$ cat config.mk
export PLATFORM = sky130hd
export DESIGN_NAME = cbc_front_flat
export DESIGN_NICKNAME = d
export VERILOG_FILES = /design/src/rtl/core/cbc_pkg.sv /design/src/rtl/core/cbc_item_if.sv /design/src/rtl/core/cbc_front.sv /design/src/flat_wrapper.sv
export SDC_FILE = /design/constraint.sdc
export NUM_CORES = 1
export LEC_CHECK = 0
export ABC_AREA = 1
export ABC_CLOCK_PERIOD_IN_PS = 4300
export BUFFER_PORTS_ARGS = -buffer_cell sky130_fd_sc_hd__buf_4
export CAP_MARGIN = 0
export CORE_ASPECT_RATIO = 0.6
export CORE_MARGIN = 1.5
export CORE_UTILIZATION = 50
export CTS_CLUSTER_DIAMETER = 80
export DETAILED_ROUTE_END_ITERATION = 10
export PLACE_DENSITY = 0.77
export SYNTH_ARGS = -nofsm -noshare
export SYNTH_HDL_FRONTEND = slang
export SYNTH_SLANG_ARGS = --single-unit
$ cat constraint.sdc
create_clock -name clk -period 4.3 [get_ports clk]
set_input_delay 0.215 -clock clk [delete_from_list [all_inputs] [get_ports clk]]
set_output_delay 0.215 -clock clk [all_outputs]
set_load 0.1 [all_outputs]
$ cat src/rtl/core/cbc_pkg.sv
// Package of the crossfading block convolver: command codes, back-end states,
// status struct and the crossfade weight function. Depends on nothing.
`timescale 1ns / 1ps

package cbc_pkg;

	// Depth of the command queue between front and back end.
	localparam int QDEPTH = 2;

	// Width of the requested response index carried by an input item.
	localparam int SEL_W = 3;

	// Width of a crossfade weight, unsigned Q15 from 0 to 32768.
	localparam int W_BITS = 16;

	// Fixed-point constants for the weight table.
	localparam longint Q30_ONE     = 64'sd1 <<< 30;
	localparam longint HALF_PI_Q30 = 64'sd1686629713;

	// What the front end made of an accepted item.
	typedef enum logic [1:0] {
		CMD_SAMPLE,
		CMD_COEF,
		CMD_SKIP
	} cmd_kind_e;

	// Back-end sequencer states.
	typedef enum logic [3:0] {
		BS_IDLE,
		BS_SMP_RD,
		BS_BLK,
		BS_PASS_A,
		BS_DRAIN_A,
		BS_PASS_B,
		BS_DRAIN_B,
		BS_W_CUR,
		BS_W_NXT,
		BS_W_SUM,
		BS_FINISH
	} back_state_e;

	// Status that the back end hands to the front end.
	typedef struct packed {
		logic cmd_ready;
		logic blk_busy;
	} cbc_stat_t;

	// cos^2 of an angle in Q30, rounded to Q15. Taylor series to u^12,
	// Horner form with truncating steps, clamped at zero. Elaboration only.
	function automatic longint cos_sq_q15(longint u);
		longint u2;
		longint t;
		longint q;
		u2 = (u * u) >>> 30;
		t  = Q30_ONE;
		for (int j = 0; j < 6; j++) begin
			q = (u2 * t) >>> 30;
			case (j)
				0: q = q / 132;
				1: q = q / 90;
				2: q = q / 56;
				3: q = q / 30;
				4: q = q / 12;
				default: q = q / 2;
			endcase
			t = Q30_ONE - q;
			if (t < 0) begin
				t = 0;
			end
		end
		return (((t * t) >>> 30) + (64'sd1 <<< 14)) >>> 15;
	endfunction

endpackage

$ cat src/rtl/core/cbc_item_if.sv
// Valid/ready channel interfaces for input items and result items.
// Depends on nothing; widths are set where the channels are instantiated.
`timescale 1ns / 1ps

interface cbc_item_if #(
	parameter int SAMPLE_BITS = 16,
	parameter int COEF_BITS   = 16,
	parameter int SEL_W       = 3,
	parameter int BANK_W      = 2,
	parameter int IDX_W       = 6
);
	logic                          valid;
	logic                          ready;
	logic                          kind;
	logic signed [SAMPLE_BITS-1:0] sample;
	logic [SEL_W-1:0]              ir_select;
	logic [BANK_W-1:0]             coef_bank;
	logic [IDX_W-1:0]              coef_index;
	logic signed [COEF_BITS-1:0]   coef_value;

	modport source (
		output valid, kind, sample, ir_select, coef_bank, coef_index, coef_value,
		input  ready
	);
	modport sink (
		input  valid, kind, sample, ir_select, coef_bank, coef_index, coef_value,
		output ready
	);
endinterface


$ cat src/rtl/core/cbc_front.sv
// Front end: accepts input items, classifies them into commands and queues
// them for the back end. Depends on cbc_pkg and cbc_item_if.
`timescale 1ns / 1ps

module cbc_front #(
	parameter int TAPS        = 64,
	parameter int BANKS       = 4,
	parameter int SAMPLE_BITS = 16,
	parameter int COEF_BITS   = 16
) (
	input  logic                                             clk,
	input  logic                                             arst_n,
	cbc_item_if.sink                                         items,
	input  cbc_pkg::cbc_stat_t                               stat,
	output logic                                             cmd_valid,
	output cbc_pkg::cmd_kind_e                               cmd_kind,
	output logic signed [SAMPLE_BITS-1:0]                    cmd_sample,
	output logic [cbc_pkg::SEL_W-1:0]                        cmd_sel,
	output logic [$clog2(BANKS*TAPS)-1:0]                    cmd_addr,
	output logic signed [COEF_BITS-1:0]                      cmd_coef
);
	import cbc_pkg::*;

	localparam int RSP_AW = $clog2(BANKS*TAPS);
	localparam int PTR_W  = $clog2(QDEPTH);
	localparam int CNT_W  = $clog2(QDEPTH + 1);

	cmd_kind_e                     kind_q   [QDEPTH];
	logic signed [SAMPLE_BITS-1:0] sample_q [QDEPTH];
	logic [SEL_W-1:0]              sel_q    [QDEPTH];
	logic [RSP_AW-1:0]             addr_q   [QDEPTH];
	logic signed [COEF_BITS-1:0]   coef_q   [QDEPTH];

	logic [PTR_W-1:0] wr_ptr_q;
	logic [PTR_W-1:0] rd_ptr_q;
	logic [CNT_W-1:0] count_q;

	logic      push;
	logic      pop;
	cmd_kind_e new_kind;
	logic      coef_ok;

	// A coefficient load outside the bank or the tap range is dropped.
	always_comb begin
		coef_ok = (int'(items.coef_bank) < BANKS) && (int'(items.coef_index) < TAPS);
		if (!items.kind) begin
			new_kind = CMD_SAMPLE;
		end else if (coef_ok) begin
			new_kind = CMD_COEF;
		end else begin
			new_kind = CMD_SKIP;
		end
	end

	assign items.ready = (count_q != CNT_W'(QDEPTH));
	assign push        = items.valid && items.ready;
	assign pop         = cmd_valid && stat.cmd_ready;

	// Queue storage; payload needs no reset.
	always_ff @(posedge clk) begin
		if (push) begin
			kind_q[wr_ptr_q]   <= new_kind;
			sample_q[wr_ptr_q] <= items.sample;
			sel_q[wr_ptr_q]    <= items.ir_select;
			addr_q[wr_ptr_q]   <= RSP_AW'(int'(items.coef_bank) * TAPS +
				int'(items.coef_index));
			coef_q[wr_ptr_q]   <= items.coef_value;
		end
	end

	// Queue pointers and fill level.
	always_ff @(posedge clk or negedge arst_n) begin
		if (!arst_n) begin
			wr_ptr_q <= '0;
			rd_ptr_q <= '0;
			count_q  <= '0;
		end else begin
			if (push) begin
				wr_ptr_q <= PTR_W'((int'(wr_ptr_q) + 1) % QDEPTH);
			end
			if (pop) begin
				rd_ptr_q <= PTR_W'((int'(rd_ptr_q) + 1) % QDEPTH);
			end
			if (push && !pop) begin
				count_q <= count_q + 1'b1;
			end else if (pop && !push) begin
				count_q <= count_q - 1'b1;
			end
		end
	end

	assign cmd_valid  = (count_q != '0);
	assign cmd_kind   = kind_q[rd_ptr_q];
	assign cmd_sample = sample_q[rd_ptr_q];
	assign cmd_sel    = sel_q[rd_ptr_q];
	assign cmd_addr   = addr_q[rd_ptr_q];
	assign cmd_coef   = coef_q[rd_ptr_q];
endmodule

$ cat src/flat_wrapper.sv
// flat-port wrapper written by rule: the top's interface ports become plain ports
module cbc_front_flat import cbc_pkg::*;
#(
	parameter int TAPS        = 64,
	parameter int BANKS       = 4,
	parameter int SAMPLE_BITS = 16,
	parameter int COEF_BITS   = 16
)
  (clk, arst_n, stat, cmd_valid, cmd_kind, cmd_sample, cmd_sel, cmd_addr, cmd_coef, items_valid, items_kind, items_sample, items_ir_select, items_coef_bank, items_coef_index, items_coef_value, items_ready);
  cbc_item_if #(.SAMPLE_BITS(SAMPLE_BITS), .COEF_BITS(COEF_BITS)) items_i ();
  input  logic clk;
  input  logic arst_n;
  input  cbc_pkg::cbc_stat_t stat;
  output logic cmd_valid;
  output cbc_pkg::cmd_kind_e cmd_kind;
  output logic signed [SAMPLE_BITS-1:0] cmd_sample;
  output logic [cbc_pkg::SEL_W-1:0] cmd_sel;
  output logic [$clog2(BANKS*TAPS)-1:0] cmd_addr;
  output logic signed [COEF_BITS-1:0] cmd_coef;
  input wire logic [$bits(items_i.valid)-1:0] items_valid;
  input wire logic [$bits(items_i.kind)-1:0] items_kind;
  input wire logic [$bits(items_i.sample)-1:0] items_sample;
  input wire logic [$bits(items_i.ir_select)-1:0] items_ir_select;
  input wire logic [$bits(items_i.coef_bank)-1:0] items_coef_bank;
  input wire logic [$bits(items_i.coef_index)-1:0] items_coef_index;
  input wire logic [$bits(items_i.coef_value)-1:0] items_coef_value;
  output wire logic [$bits(items_i.ready)-1:0] items_ready;
  assign items_i.valid = items_valid;
  assign items_i.kind = items_kind;
  assign items_i.sample = items_sample;
  assign items_i.ir_select = items_ir_select;
  assign items_i.coef_bank = items_coef_bank;
  assign items_i.coef_index = items_coef_index;
  assign items_i.coef_value = items_coef_value;
  assign items_ready = items_i.ready;
  cbc_front #(.TAPS(TAPS), .BANKS(BANKS), .SAMPLE_BITS(SAMPLE_BITS), .COEF_BITS(COEF_BITS)) u_core (.clk(clk), .arst_n(arst_n), .items(items_i), .stat(stat), .cmd_valid(cmd_valid), .cmd_kind(cmd_kind), .cmd_sample(cmd_sample), .cmd_sel(cmd_sel), .cmd_addr(cmd_addr), .cmd_coef(cmd_coef));
endmodule
==> impl_metrics.json, run 1 <==
{
  "status": "finished, final reports clean",
  "yosysTopAreaCell": "edfxtp_1",
  "clockBufferDepth": 2,
  "crit_required_ps": 4090,
  "synth_simple_gate_area_share_pct": 16.7,
  "finClkSkew_ps": 3.59,
  "worst_pin_slew_ps": 924,
  "grt_overflow": 0,
  "timing.final.crit_share_pct": 52.9,
  "cts_tree": "done",
  "io_buffers": 93,
  "avgSynthCellArea_sq_um": 13.4,
  "antenna_cells": 0,
  "grt_setup_unrepaired": "no",
  "slew_violations": 0,
  "fmaxAchievable_ghz": 0.439,
  "finalHoldViolations": 0,
  "post-cts-setup-buffer-count": 0,
  "met2WireLength_um": 2850,
  "synth_warnings": 0,
  "slew-limit-headroom_pct": 38.4,
  "cp_data_arrival_time_ps": 2060,
  "synth_compound_area_share_pct": 0,
  "drt-met1-wl_um": 2690,
  "die_h_um": 67.8,
  "hold_depth": 1,
  "critPathLaunchType": "flop",
  "drtAntennaViolNets": 0,
  "pin_count": 96,
  "fill_cells": 488,
  "layout_setup_ws_ps": 2020,
  "cts_max_level": 3,
  "track_usage_pct": 17.1,
  "post_drt_wl_per_cell_um": 13.6,
  "end_kind": "output port",
  "pre_cts_slack_ps": 2340,
  "row_count": 23,
  "antenna_found_initial": 0,
  "ys_ff_latch": 92,
  "grt_pass1_wl_um": 9380,
  "dp_hpwl_um": 3850,
  "dieWidth_um": 111,
  "vias": 2097,
  "top_layer_used": "met4",
  "fin_nets": 407,
  "hp-class": "in -> reg",
  "vias_per_cell": 4.68,
  "syn-num-nets": 310,
  "min_period_ps": 2280,
  "initial_utilization_pct": 52.1,
  "synth_top_family_by_area": "simple AND/OR/NAND/NOR gates",
  "cp_max_fo": 46,
  "core_sq_um": 6710,
  "first_pass_iters": 4,
  "grt_start_max_net_pins": 47,
  "synth.area.top_cells": "edfxtp_1 (76%), nand2_1 (14%), dfrtp_1 (2.9%), nand2_2 (2.0%), buf_6 (1.6%)",
  "ctsHoldBuffers": 1,
  "clk_latency_ps": 320,
  "drive_gt1_share_pct": 34.3,
  "synth_xor_area_share_pct": 0.501,
  "gp_congestion": 0.732,
  "syn_inst": 260,
  "crit_type": "reg -> out",
  "synth.cell_area_sq_um": 3500,
  "die-area_sq_um": 7520,
  "cts_buffers": 9,
  "reg2reg_depth": 5,
  "drc": 0,
  "wl_met3_um": 516,
  "grt_pass1_vias": 1948,
  "synthDistinctLibCells": 17,
  "netlist.area_leader.share_pct": 75.6,
  "area_growth_pct": 30.1,
  "cts.sinks": 92,
  "cts_root_buf": "clkbuf_16",
  "clk_pin_slew_ps": 60,
  "yosysSeqAreaShare_pct": 78.5,
  "fin_tns_setup_ps": 0,
  "synth_fa_ha_area_share_pct": 0.358,
  "synthMuxAreaShare_pct": 0,
  "cts_resized": 0,
  "first_iter_violations": 138,
  "setup-violations-final": 0,
  "drt-total-wl_um": 6090,
  "max_cap_violations": 0
}
==> critical path, stage by stage, from the launching register on <==
cell and delay, ps:
dfrtp_2 960, inv_8 270, nand2_1 160, nand2_1 80, buf_4 230
==> cells in the mapped netlist <==
cell      count
nor2_1        2
inv_1         5
xnor2_1       1
xor2_1        1
buf_6         5
nand2_1     131
buf_4         4
nand4_1       1
dfrtp_1       4
buf_8         1
nand3_1       2
inv_8         1
conb_1        1
nand2_2      11
inv_2         1
edfxtp_1     88
ha_1          1
==> placed cells by master, fill, tap and decap left out, types with 2 or more instances in the layout <==
master	n
nand2_1	131
buf_4	95
edfxtp_1	88
nand2_2	11
clkbuf_16	9
inv_1	5
dfrtp_1	3
nor2_4	2
nand3_1	2
bufinv_16	2
==> sequential cells by signal, indices dropped and copies added (netlist names) <==
name / flops
u_core.sample_q: 32
u_core.count_q: 2
u_core.coef_q: 32
u_core.rd_ptr_q: 1
u_core.sel_q: 6
u_core.addr_q: 16
u_core.wr_ptr_q: 1
u_core.kind_q: 2
==> path summary, 6_finish.rpt <==
check                                          start                    to  slack, ps
max in group asynchronous                     arst_n       u_core.rd_ptr_q       3970
min in group asynchronous                     arst_n     u_core.count_q[1]        220
worst min register to register     u_core.count_q[1]     u_core.count_q[1]        510
worst max register to register     u_core.count_q[0]    u_core.sel_q[1][1]       2360
worst max-delay path                 u_core.rd_ptr_q         cmd_sample[1]       2020
worst min-delay path            items_coef_value[12]  u_core.coef_q[1][12]         70
==> stage by stage <==
step	utilization [%]	cell area [sq um]	cells	hold slack, ps
2_1_floorplan	-	3500	260	-80.6
3_3_place_gp	63.1	4230	432	15.5
4_1_cts	67.8	4550	448	62.4
5_1_grt	67.8	4550	448	53.7
3_5_place_dp	63.1	4230	432	15.0
6_report	67.8	4550	448	71.0
==> area by class of cell <==
type,instances,area (sq um),share of cell area [%]
well taps,87,109,2.39
inverters,7,33.8,0.743
clock buffers,10,229,5.03
flip-flops and latches,92,2740,60.3
clock inverters,5,77.6,1.71
multi-input cells,151,633,13.9
repair buffers,96,723,15.9
==> metal layers <==
metal	GRT usage, %	up-vias
li1	-	1057
met1	21.7	958
met2	27.0	76
met3	7.63	6
met4	5.29	0
met5	0	-
==> logic make-up (layout without fill, tap and decap cells) <==
family	count (synthesis)	in the layout
other	1	1
and+or+nand+nor	147	147
adders and majority gates	1	1
DFF	92	92
buffers and inverters	17	118
xor gates and xnor gates	2	2
Power of run 1 is not shown: default switching activity piles up to over one toggle a cycle in this logic, so the estimate is an artifact.
==> run 2: changes to the inputs <==
--- a/config.mk
+++ b/config.mk
@@ -5,8 +5,8 @@
 export SDC_FILE = /design/constraint.sdc
 export NUM_CORES = 1
 export LEC_CHECK = 0
-export ABC_AREA = 1
-export ABC_CLOCK_PERIOD_IN_PS = 4300
+export ABC_AREA = 0
+export ABC_CLOCK_PERIOD_IN_PS = 2400
 export BUFFER_PORTS_ARGS = -buffer_cell sky130_fd_sc_hd__buf_4
 export CAP_MARGIN = 0
 export CORE_ASPECT_RATIO = 0.6
@@ -14,7 +14,7 @@
 export CORE_UTILIZATION = 50
 export CTS_CLUSTER_DIAMETER = 80
 export DETAILED_ROUTE_END_ITERATION = 10
-export PLACE_DENSITY = 0.77
+export PLACE_DENSITY = 0.76
 export SYNTH_ARGS = -nofsm -noshare
 export SYNTH_HDL_FRONTEND = slang
 export SYNTH_SLANG_ARGS = --single-unit
==> constraint.sdc (replaced) <==
create_clock -name clk -period 2.4 [get_ports clk]
set_input_delay 0.12 -clock clk [delete_from_list [all_inputs] [get_ports clk]]
set_output_delay 0.12 -clock clk [all_outputs]
set_load 0.1 [all_outputs]
==> run 2 against run 1 <==
Compared with the run above:
- synthesized cell count is 40% lower
- critical endpoint is now cmd_addr[3]
- via count decreased by 11%
- critical path type unchanged
- utilization is 6.9 points higher
- flip-flop and latch count stayed put
- highest routed layer unchanged
- global-route usage increased by 0.53 points
==> impl_metrics.json, run 2 <==
{
  "clockBufferDepth": 2,
  "critPathLaunchType": "flop",
  "layout_setup_ws_ps": 531,
  "grt_start_max_net_pins": 45,
  "r2r_end": "u_core.count_q[1]",
  "async_flop_share_pct": 4.35,
  "cts_root_buf": "clkbuf_16",
  "cts.sinks": 92,
  "drive_gt1_share_pct": 51.8,
  "r2r_setup_slack_ps": 860,
  "reg2reg_depth": 6,
  "syn-num-nets": 207,
  "grt_pass1_vias": 1929,
  "antenna_cells": 0,
  "cp_data_arrival_time_ps": 1750,
  "first_pass_iters": 6,
  "drt-total-wl_um": 6310,
  "end_kind": "output port",
  "max_cap_violations": 0,
  "area_growth_pct": 41.8,
  "fill_cells": 417,
  "setup-violations-final": 0,
  "antenna_found_initial": 0,
  "pre_cts_slack_ps": 860,
  "status": "finished, final reports clean",
  "cts_tree": "done",
  "grt_pass1_wl_um": 9560,
  "first_iter_violations": 77,
  "yosysSeqAreaShare_pct": 76.6,
  "track_usage_pct": 17.6,
  "grt_overflow": 0,
  "fin_tns_setup_ps": 0,
  "r2r-start": "u_core.count_q[0]",
  "die_h_um": 68.6,
  "synth_ff_type": "edfxtp_1",
  "syn_inst": 157,
  "final_common_cell": "buf_4",
  "die-area_sq_um": 7700,
  "synth.area.top_cells": "edfxtp_1 (74%), mux2_4 (16%), dfrtp_1 (2.8%), buf_12 (2.2%), mux2_2 (1.6%)",
  "fmaxAchievable_ghz": 0.535,
  "grt_setup_unrepaired": "no",
  "crit_required_ps": 2280,
  "synth_common_cells": "edfxtp_1 (88), mux2_4 (39), mux2_2 (5)",
  "gp_congestion": 0.700,
  "io_buffers": 93,
  "cts_max_level": 3,
  "dieWidth_um": 112,
  "top_regs": "u_core.coef_q x32, u_core.sample_q x32, u_core.addr_q x16",
  "ys_ff_latch": 92,
  "min_period_ps": 1870,
  "drtAntennaViolNets": 0,
  "finalHoldViolations": 0,
  "vias": 1864,
  "yosysMostFrequentCell": "edfxtp_1",
  "row_count": 23,
  "hp-class": "in -> async",
  "clk_latency_ps": 340,
  "core_sq_um": 6790,
  "critPathCapture": "cmd_addr[3]",
  "fin_nets": 354,
  "setup.worst_path.start": "u_core.rd_ptr_q",
  "synth_edf_count": 88,
  "crit_type": "reg -> out",
  "avgSynthCellArea_sq_um": 22.8,
  "vias_per_cell": 4.71,
  "cts_buffers": 9,
  "pin_count": 96,
  "timing.final.crit_share_pct": 77.9,
  "cp_max_fo": 27,
  "initial_utilization_pct": 52.7,
  "post-cts-setup-buffer-count": 0,
  "synth_warnings": 0,
  "finClkSkew_ps": 4.11,
  "final_cell_mix": "buf_4 (95), edfxtp_1 (88), dlygate4sd3_1 (45), mux2_4 (39), clkbuf_16 (9)",
  "yosysTopAreaCell": "edfxtp_1",
  "dp_hpwl_um": 3870,
  "synthDistinctLibCells": 17,
  "netlist.area_leader.share_pct": 73.8,
  "slew_violations": 0,
  "holdWs_ps": 107,
  "post_drt_wl_per_cell_um": 15.9,
  "synth.cell_area_sq_um": 3580,
  "drc": 0,
  "clk_pin_slew_ps": 60
}
[run 2: final cells by class]
class,instances,area (sq um),area share [%]
clock buffers,10,229,4.51
clock inverters,6,40.0,0.789
inverters,1,3.75,0.0739
multi-input cells,58,747,14.7
flip-flops and latches,92,2740,54.1
well taps,87,109,2.14
repair buffers,142,1200,23.7
[run 2: worst min path at each step]
stage,startpoint,to,slack (ps),cells after the start
CTS,arst_n,u_core.count_q[0],100,2
floorplan,arst_n,u_core.count_q[0],-180,0
global route,arst_n,u_core.rd_ptr_q,100,2
global placement,arst_n,u_core.count_q[1],-80,1
detailed placement,arst_n,u_core.wr_ptr_q,-80,1
finish,arst_n,u_core.wr_ptr_q,110,2
[run 2: per-stage QoR]
step           cell area [sq um]  utilization [%]  cells
2_1_floorplan               3590                -    157
3_3_place_gp                4360             64.1    335
3_5_place_dp                4360             64.1    335
4_1_cts                     5080             74.7    396
5_1_grt                     5080             74.7    396
6_report                    5080             74.7    396
[run 2: timing repair]
action                    CTS  global route
resized for setup           0             0
hold buffers               45             0
hold endpoints to repair   92             0
[run 2: cells by family after synthesis]
family,after synthesis,synth area share (%)
flops,92,76.6
mux,44,17.9
buf+inv,7,2.87
simple gates,7,0.944
xor+xnor,5,1.22
fa+ha+maj,1,0.349
other cells,1,0.105
[run 2: critical path: stages, from the launching register on]
cell,delay (ps)
dfrtp_2,350
buf_4,410
mux2_2,390
buf_4,230
[run 2: metal layers]
layer	vias up	track usage [%]	wire, um
met5	-	0	0
met4	0	7.12	83
met3	8	8.74	441
met2	52	29.4	3150
met1	905	20.0	2640
li1	899	-	-
Power of run 2 is left out for the same reason.
==> run 3: changes to the inputs <==
--- a/config.mk
+++ b/config.mk
@@ -6,7 +6,7 @@
 export NUM_CORES = 1
 export LEC_CHECK = 0
 export ABC_AREA = 0
-export ABC_CLOCK_PERIOD_IN_PS = 2400
+export ABC_CLOCK_PERIOD_IN_PS = 1900
 export BUFFER_PORTS_ARGS = -buffer_cell sky130_fd_sc_hd__buf_4
 export CAP_MARGIN = 0
 export CORE_ASPECT_RATIO = 0.6
==> constraint.sdc (replaced) <==
create_clock -name clk -period 1.9 [get_ports clk]
set_input_delay 0.095 -clock clk [delete_from_list [all_inputs] [get_ports clk]]
set_output_delay 0.095 -clock clk [all_outputs]
set_load 0.1 [all_outputs]
==> run 3 against run 2 <==
Compared with the run above:
- the run now ends with DRC left
- setup slack lost 480 ps
- register-to-register slack lost 530 ps
- clock skew grew 2.0 ps
- worst hold slack lost 32 ps
- final area grew 1.3%
- flip-flop and latch count is the same
- via count grew 3.0%
- sequential share of layout area shrank 0.70 points
- non-clock buffer count grew 2
- first-iteration DRC count shrank 17%
- wire length grew 7.0%
- die area is the same
- largest cell class unchanged
- highest routed layer unchanged
==> impl_metrics.json, run 3 (synthesized netlist as in run 2, its figures left out) <==
{
  "grt_overflow": 0,
  "critPathLaunchType": "flop",
  "crit_chain": "buf_12, mux2_2, buf_4",
  "crit_family": "flip-flops",
  "track_usage_pct": 18.8,
  "core_sq_um": 6790,
  "pin_count": 96,
  "crit_buf_inv": 2,
  "cts_root_buf": "clkbuf_16",
  "post_drt_wl_per_cell_um": 17.0,
  "vias": 1920,
  "layout_setup_ws_ps": 55.0,
  "min_period_ps": 1840,
  "antenna_found_initial": 0,
  "fin_nets": 356,
  "drt-total-wl_um": 6760,
  "fill_cells": 404,
  "final_common_cell": "buf_4",
  "status": "complete, but fails checks",
  "crit_required_ps": 1800,
  "drive_gt1_share_pct": 52.3,
  "timing.final.crit_share_pct": 97.1,
  "final_cell_mix": "buf_4 (97), edfxtp_1 (88), dlygate4sd3_1 (45), mux2_4 (39), clkbuf_16 (9)",
  "antenna_cells": 0,
  "crit_type": "reg -> out",
  "gp_congestion": 0.743,
  "grt_pass1_wl_um": 10300,
  "grt_pass1_vias": 2014,
  "top_regs": "u_core.coef_q x32, u_core.sample_q x32, u_core.addr_q x16",
  "first_iter_violations": 64,
  "initial_utilization_pct": 52.7,
  "cts_resized": 0,
  "die-area_sq_um": 7700,
  "cts_tree": "done",
  "vias_per_cell": 4.84,
  "violations": "DRC",
  "cts.sinks": 92,
  "max_cap_violations": 0,
  "critical-path-max-stage-delay_ps": 550,
  "clockBufferDepth": 2,
  "finClkSkew_ps": 6.12,
  "pre_cts_slack_ps": 391,
  "grt_setup_unrepaired": "no",
  "end_kind": "output port",
  "finalHoldViolations": 0,
  "first_pass_iters": 9,
  "fmaxAchievable_ghz": 0.542,
  "grt_start_max_net_pins": 24,
  "die_h_um": 68.6,
  "drc": 6,
  "dieWidth_um": 112,
  "area_growth_pct": 43.6,
  "cp_max_fo": 21,
  "slew_violations": 0,
  "cts_buffers": 9,
  "io_buffers": 93,
  "multi_input_area_sq_um": 759,
  "dp_hpwl_um": 4070,
  "cp_data_arrival_time_ps": 1750,
  "setup-violations-final": 0,
  "clk_latency_ps": 330,
  "hp-class": "in -> reg",
  "row_count": 23,
  "drtAntennaViolNets": 0,
  "critical-path-slowest-cell": "dfrtp_2",
  "cts_max_level": 3,
  "seq_area_sq_um": 2740,
  "clk_pin_slew_ps": 60
}
run 3: cell count changes in the layout (fill, tap and decap cells not counted):
cell	delta
nand2b_2	-1
clkinvlp_4	+1
clkinv_2	-3
or2_1	-1
buf_4	+2
bufinv_16	+2
clkinv_4	-1
nand2_4	+1
inv_6	-1
or2_2	+1
nand2_1	-1
clkbuf_1	+1
nand2b_4	+1
run 3: cell type report:
| class | instances | area share, % |
|---|---|---|
| tap | 87 | 2.12 |
| timing repair buffer | 144 | 23.7 |
| sequential | 92 | 53.4 |
| clock buffer | 11 | 4.53 |
| clock inverter | 4 | 1.46 |
| inverter | 1 | 0.0730 |
| multi-input combinational | 58 | 14.8 |
run 3: final timing paths:
kind,slack (ps),endpoint,from,cells after the start
max,60,cmd_addr[5],u_core.rd_ptr_q,3
max reg2reg,330,u_core.count_q[1],u_core.count_q[0],6
min reg2reg,550,u_core.count_q[0],u_core.count_q[0],1
max in group asynchronous,1680,u_core.rd_ptr_q,arst_n,2
min,80,u_core.wr_ptr_q,items_valid,3
min in group asynchronous,100,u_core.count_q[1],arst_n,2
run 3: metal layers:
| metal | track usage (%) | routed length (um) | vias to the layer above |
|---|---|---|---|
| met5 | 0 | 0 | - |
| met2 | 33.3 | 3370 | 71 |
| met4 | 4.27 | 36 | 0 |
| li1 | - | - | 902 |
| met1 | 21.6 | 2800 | 943 |
| met3 | 8.57 | 559 | 4 |
run 3: timing repair:
item | 4_1_cts | 5_1_grt
hold buffers | 45 | 0
setup buffers | 0 | 0
hold endpoints to repair | 92 | 0
run 3: worst reg2reg max path: cells and delay by family (launching register included):
kind | cells | cell delay [ps]
xor+xnor | 2 | 310
fa+ha+maj | 1 | 190
flops | 1 | 420
simple gates | 3 | 530
run 3: stage by stage:
| step | cells | util [%] | instance area, sq um | TNS (ps) | hold WS, ps |
|---|---|---|---|---|---|
| 3_3_place_gp | 337 | 64.6 | 4380 | 0 | -105 |
| 2_1_floorplan | 157 | - | 3600 | -1170 | -201 |
| 5_1_grt | 397 | 75.7 | 5140 | 0 | 73.5 |
| 3_5_place_dp | 337 | 64.6 | 4380 | 0 | -103 |
| 6_report | 397 | 75.7 | 5140 | 0 | 75.5 |
| 4_1_cts | 397 | 75.7 | 5140 | 0 | 67.3 |
Power of run 3 is left out for the same reason.
